### src/design/fsp_pkg.sv
package fsp_pkg;

  // parse phases of one conversion request
  typedef enum logic [3:0] {
    PH_IDLE   = 4'd0,
    PH_FLAG   = 4'd1,
    PH_WSTART = 4'd2,
    PH_WDIG   = 4'd3,
    PH_DOT    = 4'd4,
    PH_PSTART = 4'd5,
    PH_PDIG   = 4'd6,
    PH_LEN    = 4'd7,
    PH_LEN_L  = 4'd8,
    PH_LEN_H  = 4'd9,
    PH_SPEC   = 4'd10
  } phase_t;

  // result status codes
  localparam logic STAT_PARSED  = 1'b0;
  localparam logic STAT_NOT_REQ = 1'b1;

  // flag codes
  localparam logic [2:0] FLAG_NONE  = 3'd0;
  localparam logic [2:0] FLAG_MINUS = 3'd1;
  localparam logic [2:0] FLAG_PLUS  = 3'd2;
  localparam logic [2:0] FLAG_SPACE = 3'd3;
  localparam logic [2:0] FLAG_HASH  = 3'd4;
  localparam logic [2:0] FLAG_ZERO  = 3'd5;

  // length modifier codes
  localparam logic [2:0] LEN_NONE = 3'd0;
  localparam logic [2:0] LEN_LL   = 3'd1;
  localparam logic [2:0] LEN_L    = 3'd2;
  localparam logic [2:0] LEN_HH   = 3'd3;
  localparam logic [2:0] LEN_H    = 3'd4;
  localparam logic [2:0] LEN_J    = 3'd5;
  localparam logic [2:0] LEN_Z    = 3'd6;
  localparam logic [2:0] LEN_Q    = 3'd7;

  // characters of the request syntax
  localparam logic [7:0] CH_PERCENT = 8'h25;
  localparam logic [7:0] CH_MINUS   = 8'h2d;
  localparam logic [7:0] CH_PLUS    = 8'h2b;
  localparam logic [7:0] CH_SPACE   = 8'h20;
  localparam logic [7:0] CH_HASH    = 8'h23;
  localparam logic [7:0] CH_ZERO    = 8'h30;
  localparam logic [7:0] CH_ONE     = 8'h31;
  localparam logic [7:0] CH_NINE    = 8'h39;
  localparam logic [7:0] CH_STAR    = 8'h2a;
  localparam logic [7:0] CH_DOT     = 8'h2e;
  localparam logic [7:0] CH_L       = 8'h6c;
  localparam logic [7:0] CH_H       = 8'h68;
  localparam logic [7:0] CH_J       = 8'h6a;
  localparam logic [7:0] CH_Z       = 8'h7a;
  localparam logic [7:0] CH_Q       = 8'h71;

  // packed width of one result item and its byte-padded bus width
  localparam int RES_BITS  = 49;
  localparam int RES_BYTES = (RES_BITS + 7) / 8;
  localparam int OUT_W     = RES_BYTES * 8;

  // one result item, first field in the highest bits
  typedef struct packed {
    logic [7:0]  conversion;
    logic [2:0]  length_code;
    logic        precision_from_arg;
    logic [15:0] precision;
    logic        width_from_arg;
    logic [15:0] width;
    logic [2:0]  flag_code;
    logic        status;
  } result_t;

  // flag character to flag code
  function automatic logic [2:0] flag_of(input logic [7:0] c);
    logic [2:0] f;
    f = FLAG_NONE;
    if (c == CH_MINUS) f = FLAG_MINUS;
    if (c == CH_PLUS)  f = FLAG_PLUS;
    if (c == CH_SPACE) f = FLAG_SPACE;
    if (c == CH_HASH)  f = FLAG_HASH;
    if (c == CH_ZERO)  f = FLAG_ZERO;
    return f;
  endfunction

  function automatic logic is_digit(input logic [7:0] c);
    return (c >= CH_ZERO) && (c <= CH_NINE);
  endfunction

endpackage

### src/design/fsp_dec_acc.sv
module fsp_dec_acc #(
  parameter int NUM_WIDTH = 16
) (
  input  logic [NUM_WIDTH-1:0] base,
  input  logic [3:0]           digit,
  output logic [NUM_WIDTH-1:0] sum
);

  localparam int PW = NUM_WIDTH + 4;

  logic [PW-1:0] base_x;
  logic [PW-1:0] prod;
  logic [PW-1:0] max_x;

  // base * 10 + digit, held at the all-ones maximum
  assign base_x = {4'b0, base};
  assign prod   = (base_x << 3) + (base_x << 1) + {{NUM_WIDTH{1'b0}}, digit};
  assign max_x  = {4'b0, {NUM_WIDTH{1'b1}}};
  assign sum    = (prod > max_x) ? {NUM_WIDTH{1'b1}} : prod[NUM_WIDTH-1:0];

endmodule

### src/design/format_specifier_parser_unit.sv
// a byte waits in the input register; its result item enters the output register when that stage advances
// throughput: one byte per cycle when not stalled; the parse state updates once per byte in a single pass
// a stalled result holds the input stage only when that stage's byte also yields a result
// reset: synchronous active-low rst_n empties both stages and returns the parser to idle
// with all collected fields cleared
module format_specifier_parser_unit #(
  parameter int NUM_WIDTH = 16
) (
  input  logic                    clk,
  input  logic                    rst_n,
  input  logic                    in_tvalid,
  output logic                    in_tready,
  input  logic [7:0]              in_tdata,   // ch[7:0]
  output logic                    out_tvalid,
  input  logic                    out_tready,
  // status[0], flag_code[3:1], width[19:4], width_from_arg[20], precision[36:21],
  // precision_from_arg[37], length_code[40:38], conversion[48:41], zero pad above
  output logic [fsp_pkg::OUT_W-1:0] out_tdata
);
  import fsp_pkg::*;

  localparam int EXT_W = NUM_WIDTH + 16;

  // input stage
  logic       stage_valid_r;
  logic [7:0] ch_r;
  logic       stage_adv;

  // parse state
  phase_t               phase_r, phase_nxt;
  logic [2:0]           flag_r, flag_nxt;
  logic [NUM_WIDTH-1:0] wacc_r, wacc_nxt;
  logic                 wstar_r, wstar_nxt;
  logic [NUM_WIDTH-1:0] pacc_r, pacc_nxt;
  logic                 pstar_r, pstar_nxt;
  logic [2:0]           len_r, len_nxt;

  // result stage
  logic       out_valid_r;
  result_t    res_r, res_nxt;
  logic       out_free;

  logic       emit;
  logic       not_req;

  // shared decimal accumulator
  logic                 prec_side;
  logic [NUM_WIDTH-1:0] acc_base;
  logic [NUM_WIDTH-1:0] acc_sum;
  logic [EXT_W-1:0]     wacc_ext;
  logic [EXT_W-1:0]     pacc_ext;

  // handshake
  assign out_free   = !out_valid_r || out_tready;
  assign stage_adv  = stage_valid_r && (!emit || out_free);
  assign in_tready  = !stage_valid_r || stage_adv;
  assign out_tvalid = out_valid_r;
  assign out_tdata  = {{(OUT_W - RES_BITS){1'b0}}, res_r};

  // a digit goes to precision only from the precision phases
  assign prec_side = (phase_r == PH_PSTART) || (phase_r == PH_PDIG);
  always_comb begin
    acc_base = '0;
    if (phase_r == PH_WDIG) acc_base = wacc_r;
    if (phase_r == PH_PDIG) acc_base = pacc_r;
  end

  fsp_dec_acc #(
    .NUM_WIDTH(NUM_WIDTH)
  ) u_acc (
    .base (acc_base),
    .digit(ch_r[3:0]),
    .sum  (acc_sum)
  );

  // next phase and fields: phases fall through as the byte is consumed
  always_comb begin
    phase_t p;
    logic   done;
    p         = phase_r;
    done      = 1'b0;
    emit      = 1'b0;
    not_req   = 1'b0;
    phase_nxt = phase_r;
    flag_nxt  = flag_r;
    wacc_nxt  = wacc_r;
    wstar_nxt = wstar_r;
    pacc_nxt  = pacc_r;
    pstar_nxt = pstar_r;
    len_nxt   = len_r;

    if (p == PH_IDLE) begin
      done = 1'b1;
      if (ch_r == CH_PERCENT) begin
        phase_nxt = PH_FLAG;
        flag_nxt  = FLAG_NONE;
        wacc_nxt  = '0;
        wstar_nxt = 1'b0;
        pacc_nxt  = '0;
        pstar_nxt = 1'b0;
        len_nxt   = LEN_NONE;
      end else begin
        emit    = 1'b1;
        not_req = 1'b1;
      end
    end
    if (!done && p == PH_FLAG) begin
      p = PH_WSTART;
      if (flag_of(ch_r) != FLAG_NONE) begin
        flag_nxt  = flag_of(ch_r);
        phase_nxt = PH_WSTART;
        done      = 1'b1;
      end
    end
    if (!done && p == PH_WSTART) begin
      p = PH_DOT;
      if (ch_r >= CH_ONE && ch_r <= CH_NINE) begin
        wacc_nxt  = acc_sum;
        phase_nxt = PH_WDIG;
        done      = 1'b1;
      end else if (ch_r == CH_STAR) begin
        wstar_nxt = 1'b1;
        phase_nxt = PH_DOT;
        done      = 1'b1;
      end
    end
    if (!done && p == PH_WDIG) begin
      p = PH_DOT;
      if (is_digit(ch_r)) begin
        wacc_nxt  = acc_sum;
        phase_nxt = PH_WDIG;
        done      = 1'b1;
      end
    end
    if (!done && p == PH_DOT) begin
      p = PH_LEN;
      if (ch_r == CH_DOT) begin
        phase_nxt = PH_PSTART;
        done      = 1'b1;
      end
    end
    if (!done && p == PH_PSTART) begin
      p = PH_LEN;
      if (is_digit(ch_r) && prec_side) begin
        pacc_nxt  = acc_sum;
        phase_nxt = PH_PDIG;
        done      = 1'b1;
      end else if (ch_r == CH_STAR) begin
        pstar_nxt = 1'b1;
        phase_nxt = PH_LEN;
        done      = 1'b1;
      end
    end
    if (!done && p == PH_PDIG) begin
      p = PH_LEN;
      if (is_digit(ch_r) && prec_side) begin
        pacc_nxt  = acc_sum;
        phase_nxt = PH_PDIG;
        done      = 1'b1;
      end
    end
    if (!done && p == PH_LEN) begin
      p = PH_SPEC;
      done = 1'b1;
      phase_nxt = PH_SPEC;
      priority if (ch_r == CH_L) phase_nxt = PH_LEN_L;
      else if (ch_r == CH_H) phase_nxt = PH_LEN_H;
      else if (ch_r == CH_J) len_nxt = LEN_J;
      else if (ch_r == CH_Z) len_nxt = LEN_Z;
      else if (ch_r == CH_Q) len_nxt = LEN_Q;
      else done = 1'b0;
    end
    if (!done && p == PH_LEN_L) begin
      p = PH_SPEC;
      if (ch_r == CH_L) begin
        len_nxt   = LEN_LL;
        phase_nxt = PH_SPEC;
        done      = 1'b1;
      end else begin
        len_nxt = LEN_L;
      end
    end
    if (!done && p == PH_LEN_H) begin
      p = PH_SPEC;
      if (ch_r == CH_H) begin
        len_nxt   = LEN_HH;
        phase_nxt = PH_SPEC;
        done      = 1'b1;
      end else begin
        len_nxt = LEN_H;
      end
    end
    // specifier position, any other phase code too
    if (!done) begin
      emit      = 1'b1;
      phase_nxt = PH_IDLE;
    end
  end

  // result fields, low 16 bits of the accumulators
  assign wacc_ext = {16'b0, wacc_r};
  assign pacc_ext = {16'b0, pacc_r};

  always_comb begin
    res_nxt            = '0;
    res_nxt.conversion = ch_r;
    if (not_req) begin
      res_nxt.status = STAT_NOT_REQ;
    end else begin
      res_nxt.status             = STAT_PARSED;
      res_nxt.flag_code          = flag_r;
      res_nxt.width              = wacc_ext[15:0];
      res_nxt.width_from_arg     = wstar_r;
      res_nxt.precision          = pacc_ext[15:0];
      res_nxt.precision_from_arg = pstar_r;
      res_nxt.length_code        = len_nxt;
    end
  end

  // input register
  always_ff @(posedge clk) begin
    if (!rst_n) begin
      stage_valid_r <= 1'b0;
    end else if (in_tready) begin
      stage_valid_r <= in_tvalid;
    end
    if (in_tready && in_tvalid) begin
      ch_r <= in_tdata;
    end
  end

  // parse state
  always_ff @(posedge clk) begin
    if (!rst_n) begin
      phase_r <= PH_IDLE;
      flag_r  <= FLAG_NONE;
      wacc_r  <= '0;
      wstar_r <= 1'b0;
      pacc_r  <= '0;
      pstar_r <= 1'b0;
      len_r   <= LEN_NONE;
    end else if (stage_adv) begin
      phase_r <= phase_nxt;
      flag_r  <= flag_nxt;
      wacc_r  <= wacc_nxt;
      wstar_r <= wstar_nxt;
      pacc_r  <= pacc_nxt;
      pstar_r <= pstar_nxt;
      len_r   <= len_nxt;
    end
  end

  // result register
  always_ff @(posedge clk) begin
    if (!rst_n) begin
      out_valid_r <= 1'b0;
    end else if (stage_adv && emit) begin
      out_valid_r <= 1'b1;
    end else if (out_tready) begin
      out_valid_r <= 1'b0;
    end
    if (stage_adv && emit) begin
      res_r <= res_nxt;
    end
  end

endmodule

### config.mk
export PLATFORM = sky130hd
export DESIGN_NAME = format_specifier_parser_unit
export DESIGN_NICKNAME = d
export VERILOG_FILES = /design/src/design/fsp_pkg.sv /design/src/design/fsp_dec_acc.sv /design/src/design/format_specifier_parser_unit.sv
export SDC_FILE = /design/constraint.sdc
export NUM_CORES = 1
export LEC_CHECK = 0
export BUFFER_PORTS_ARGS = -buffer_cell sky130_fd_sc_hd__buf_4
export CORE_MARGIN = 1.5
export CORE_UTILIZATION = 59
export CTS_CLUSTER_SIZE = 12
export DETAILED_ROUTE_END_ITERATION = 10
export PLACE_DENSITY = 0.88
export SKIP_LAST_GASP = 1
export SYNTH_ARGS = -nofsm -noshare
export SYNTH_HDL_FRONTEND = slang
export SYNTH_SLANG_ARGS = --single-unit
### constraint.sdc
create_clock -name clk -period 5.5 [get_ports clk]
set_clock_uncertainty 0.1 [all_clocks]
set_input_delay 0 -clock clk [delete_from_list [all_inputs] [get_ports clk]]
set_output_delay 0 -clock clk [all_outputs]
set_load 0.02 [all_outputs]
==> flow_metrics.py <==
metrics = {
    "global_routing": {
        "grt_max_degree": 45,
        "grt_pass1_vias": 4449,
        "grt_pass1_wl_microns": 23100,
        "antenna_found_initial": 0,
        "overflow": 0,
        "grtUsageTotal": 0.267,
    },
    "timing": {
        "hold_ws_ns": 0.224,
        "hold_viol": 0,
        "tightest_slew_ns": 1.04,
        "relSlewSlack": 0.303,
        "setup_tns_ns": 0,
        "finalSetupViolations": 0,
        "timing.final.crit_share": 0.922,
        "fin_crit_ns": 5.07,
        "max_freq_ghz": 0.197,
        "drv_slew": 0,
        "rsz0062_at_grt": "false",
    },
    "power": {
        "p_comb_frac": 0.103,
        "leakage_nw": 2.60,
        "swShare": 0.269,
        "seq_power_share": 0.587,
        "p_int_mw": 1.06,
        "clkPwrFrac": 0.310,
        "ir_drop_mv": 0.112,
        "powerDensity_nw_per_um2": 213,
        "p_switching_mw": 0.390,
    },
    "routing": {
        "vias": 5085,
        "post_drt_via_cell_ratio": 6.38,
        "drc": 0,
        "first_pass_iters": 5,
        "antenna_left": 0,
        "drt-initial-drc-count": 645,
        "avgRoutedWirePerCell_microns": 18.2,
        "wl_microns": 14500,
    },
    "synthesis": {
        "syn_inst": 604,
        "yosys_register_bits": 103,
        "yosysSeqAreaShare": 0.438,
        "yosysWarnings": 0,
        "synth_ff_type": "edfxtp_1",
        "synth_edf_count": 57,
        "synth_top_area_cell": "edfxtp_1",
        "async_flop_share": 0,
        "ys_top_cells_by_count": "edfxtp_1, and2_1, nand2_1, dfxtp_1, a21oi_1",
        "yosysMostFrequentCell": "edfxtp_1",
        "netlist_area_sq_um": 6020,
        "syn_avg_cell_area_sq_um": 9.96,
        "yosysUniqueCellTypes": 70,
        "synth_top_area_frac": 0.285,
        "ys_top_cells_by_area": "edfxtp_1, dfxtp_1, ha_1",
    },
    "placed_design": {
        "gp_congestion": 0.917,
        "place_hpwl_microns": 10400,
        "portBuffers": 62,
        "postPlaceCellArea_sq_um": 6490,
    },
    "worst_setup_path": {
        "endpoint_kind": "flop",
        "critPathKind": "reg -> reg",
        "reg2reg_slack_ns": 0.43,
        "startpoint": "phase_r[1]",
        "cp_data_required_time_ns": 5.64,
        "startpoint_type": "flop",
        "r2r_start": "phase_r[1]",
        "worst-path-max-fanout": 22,
        "reg2regPathDepth": 15,
        "critPathArrivalTime_ns": 5.21,
        "rr_endpoint": "pacc_r[4]",
    },
    "floorplanning": {
        "die_y_microns": 104,
        "rows": 36,
        "dieArea_sq_um": 10800,
        "num_io_pins": 70,
        "fp.coreArea_sq_um": 9820,
        "die_width_microns": 104,
        "initial_core_util": 0.613,
    },
    "clock_network": {
        "h-tree-depth": 3,
        "cts_inserted_buffers": 9,
        "root_buffer": "clkbuf_8",
        "cts_sinks": 103,
        "clk_pin_slew_ns": 0.10,
        "cts_tree": "built",
        "clock_path_buffers": 2,
        "clock_latency_ns": 0.39,
        "cts_resized": 0,
    },
    "final_layout": {
        "final_area_sq_um": 6790,
        "layout.nets": 704,
        "diodes": 0,
        "areaGrowthSynthToFinish_pct": 12.9,
        "fillCellCount": 755,
        "drive_gt1_frac": 0.172,
    },
    "worst_hold_path": {
        "min_from": "in_tdata[1]",
        "hold_end": "ch_r[1]",
        "hold_path_depth": 2,
        "hold_class": "in -> reg",
    },
    "flow_run": {
        "maxCapViolCount": 0,
    },
    "run_status": {
        "status": "finished, final reports clean",
    },
}
-- power by group through the flow --
stage / Sequential [mW] / Combinational (mW) / Clock [mW]
after floorplan: 0.881 / 0.0834 / 0
after global placement: 0.867 / 0.136 / 0
after detailed placement: 0.868 / 0.139 / 0
after CTS: 0.850 / 0.147 / 0.446
after global routing: 0.853 / 0.159 / 0.477
final: 0.850 / 0.149 / 0.449
-- placed cells by master, fill, tap and decap left out, types with 12 or more instances in the layout --
master	Yosys	layout
a21oi_1	36	36
a22o_1	16	16
a22oi_1	15	15
a31oi_1	14	14
and2_1	49	49
buf_4	9	70
dfxtp_1	46	46
dlygate4sd3_1	0	12
edfxtp_1	57	57
ha_1	31	31
inv_1	15	15
nand2_1	47	47
nor2_1	34	33
nor2b_1	13	13
nor3_1	14	14
o21ai_0	14	14
-- registers in the layout, summed over array words and instances (netlist names) --
| register | flops |
|---|---|
| out_tvalid | 1 |
| stage_valid_r | 1 |
| phase_r | 4 |
| ch_r | 8 |
| pstar_r | 1 |
| flag_r | 3 |
| out_tdata | 49 |
| wacc_r | 16 |
| len_r | 3 |
| pacc_r | 16 |
| wstar_r | 1 |
-- kinds of logic after synthesis --
group | synth area share
AOI/OAI and AO/OA | 0.220
xor gates and xnor gates | 0.0160
adders and majority gates | 0.0711
buffers and inverters | 0.0503
DFF | 0.438
muxes | 0.00333
other | 0.000623
and+or+nand+nor | 0.200
-- layout make-up --
| cell class | count | area [sq um] | share of cell area |
|---|---|---|---|
| well taps | 133 | 166 | 0.0245 |
| clock buffers | 10 | 128 | 0.0188 |
| inverters | 15 | 56.3 | 0.00829 |
| multi-input cells | 448 | 3110 | 0.458 |
| flip-flops and latches | 103 | 2630 | 0.388 |
| clock inverters | 6 | 50.0 | 0.00737 |
| repair buffers | 82 | 646 | 0.0951 |
-- metal layers --
metal	part of all wire	up-vias	GRT usage
li1	-	2360	-
met1	0.44	2362	0.402
met2	0.43	320	0.383
met3	0.11	43	0.0514
met4	0.024	0	0.0972
met5	0	-	0
-- worst max-delay path by stage --
stage                   end  cells past startpoint
6_report          pacc_r[4]                     15
5_1_grt           pacc_r[4]                     15
4_1_cts           pacc_r[4]                     14
3_5_place_dp      pacc_r[4]                     14
3_3_place_gp      pacc_r[4]                     15
2_1_floorplan  out_tdata[0]                      7
-- per-stage QoR --
stage / setup slack [ns] / power (mW) / cells / util
after floorplan: 1.25 / 0.964 / 610 / -
after global placement: 0.791 / 1.00 / 769 / 0.661
after detailed placement: 0.585 / 1.01 / 769 / 0.661
after CTS: 0.543 / 1.44 / 797 / 0.691
after global routing: 0.131 / 1.49 / 797 / 0.691
final: 0.432 / 1.45 / 797 / 0.691
-- critical path, cell delays in order (launching register included) --
cell and delay, ns:
dfxtp_1 0.66, nand2_1 0.17, nor3_1 0.44, a22o_1 0.23
inv_1 0.06, fa_1 0.55, fa_1 0.24, nor2b_1 0.05
o21ai_0 0.19, a21boi_0 0.15, o311ai_0 0.60, a31oi_1 0.25
a211o_1 0.28, nand2_1 0.57, buf_4 0.30, a22oi_1 0.09
-- repair_timing --
item,4_1_cts,5_1_grt
hold buffers,12,0
buffers inserted,0,0
endpoints found under the hold margin,22,0
No activity file was read; power rests on OpenSTA's default activity.
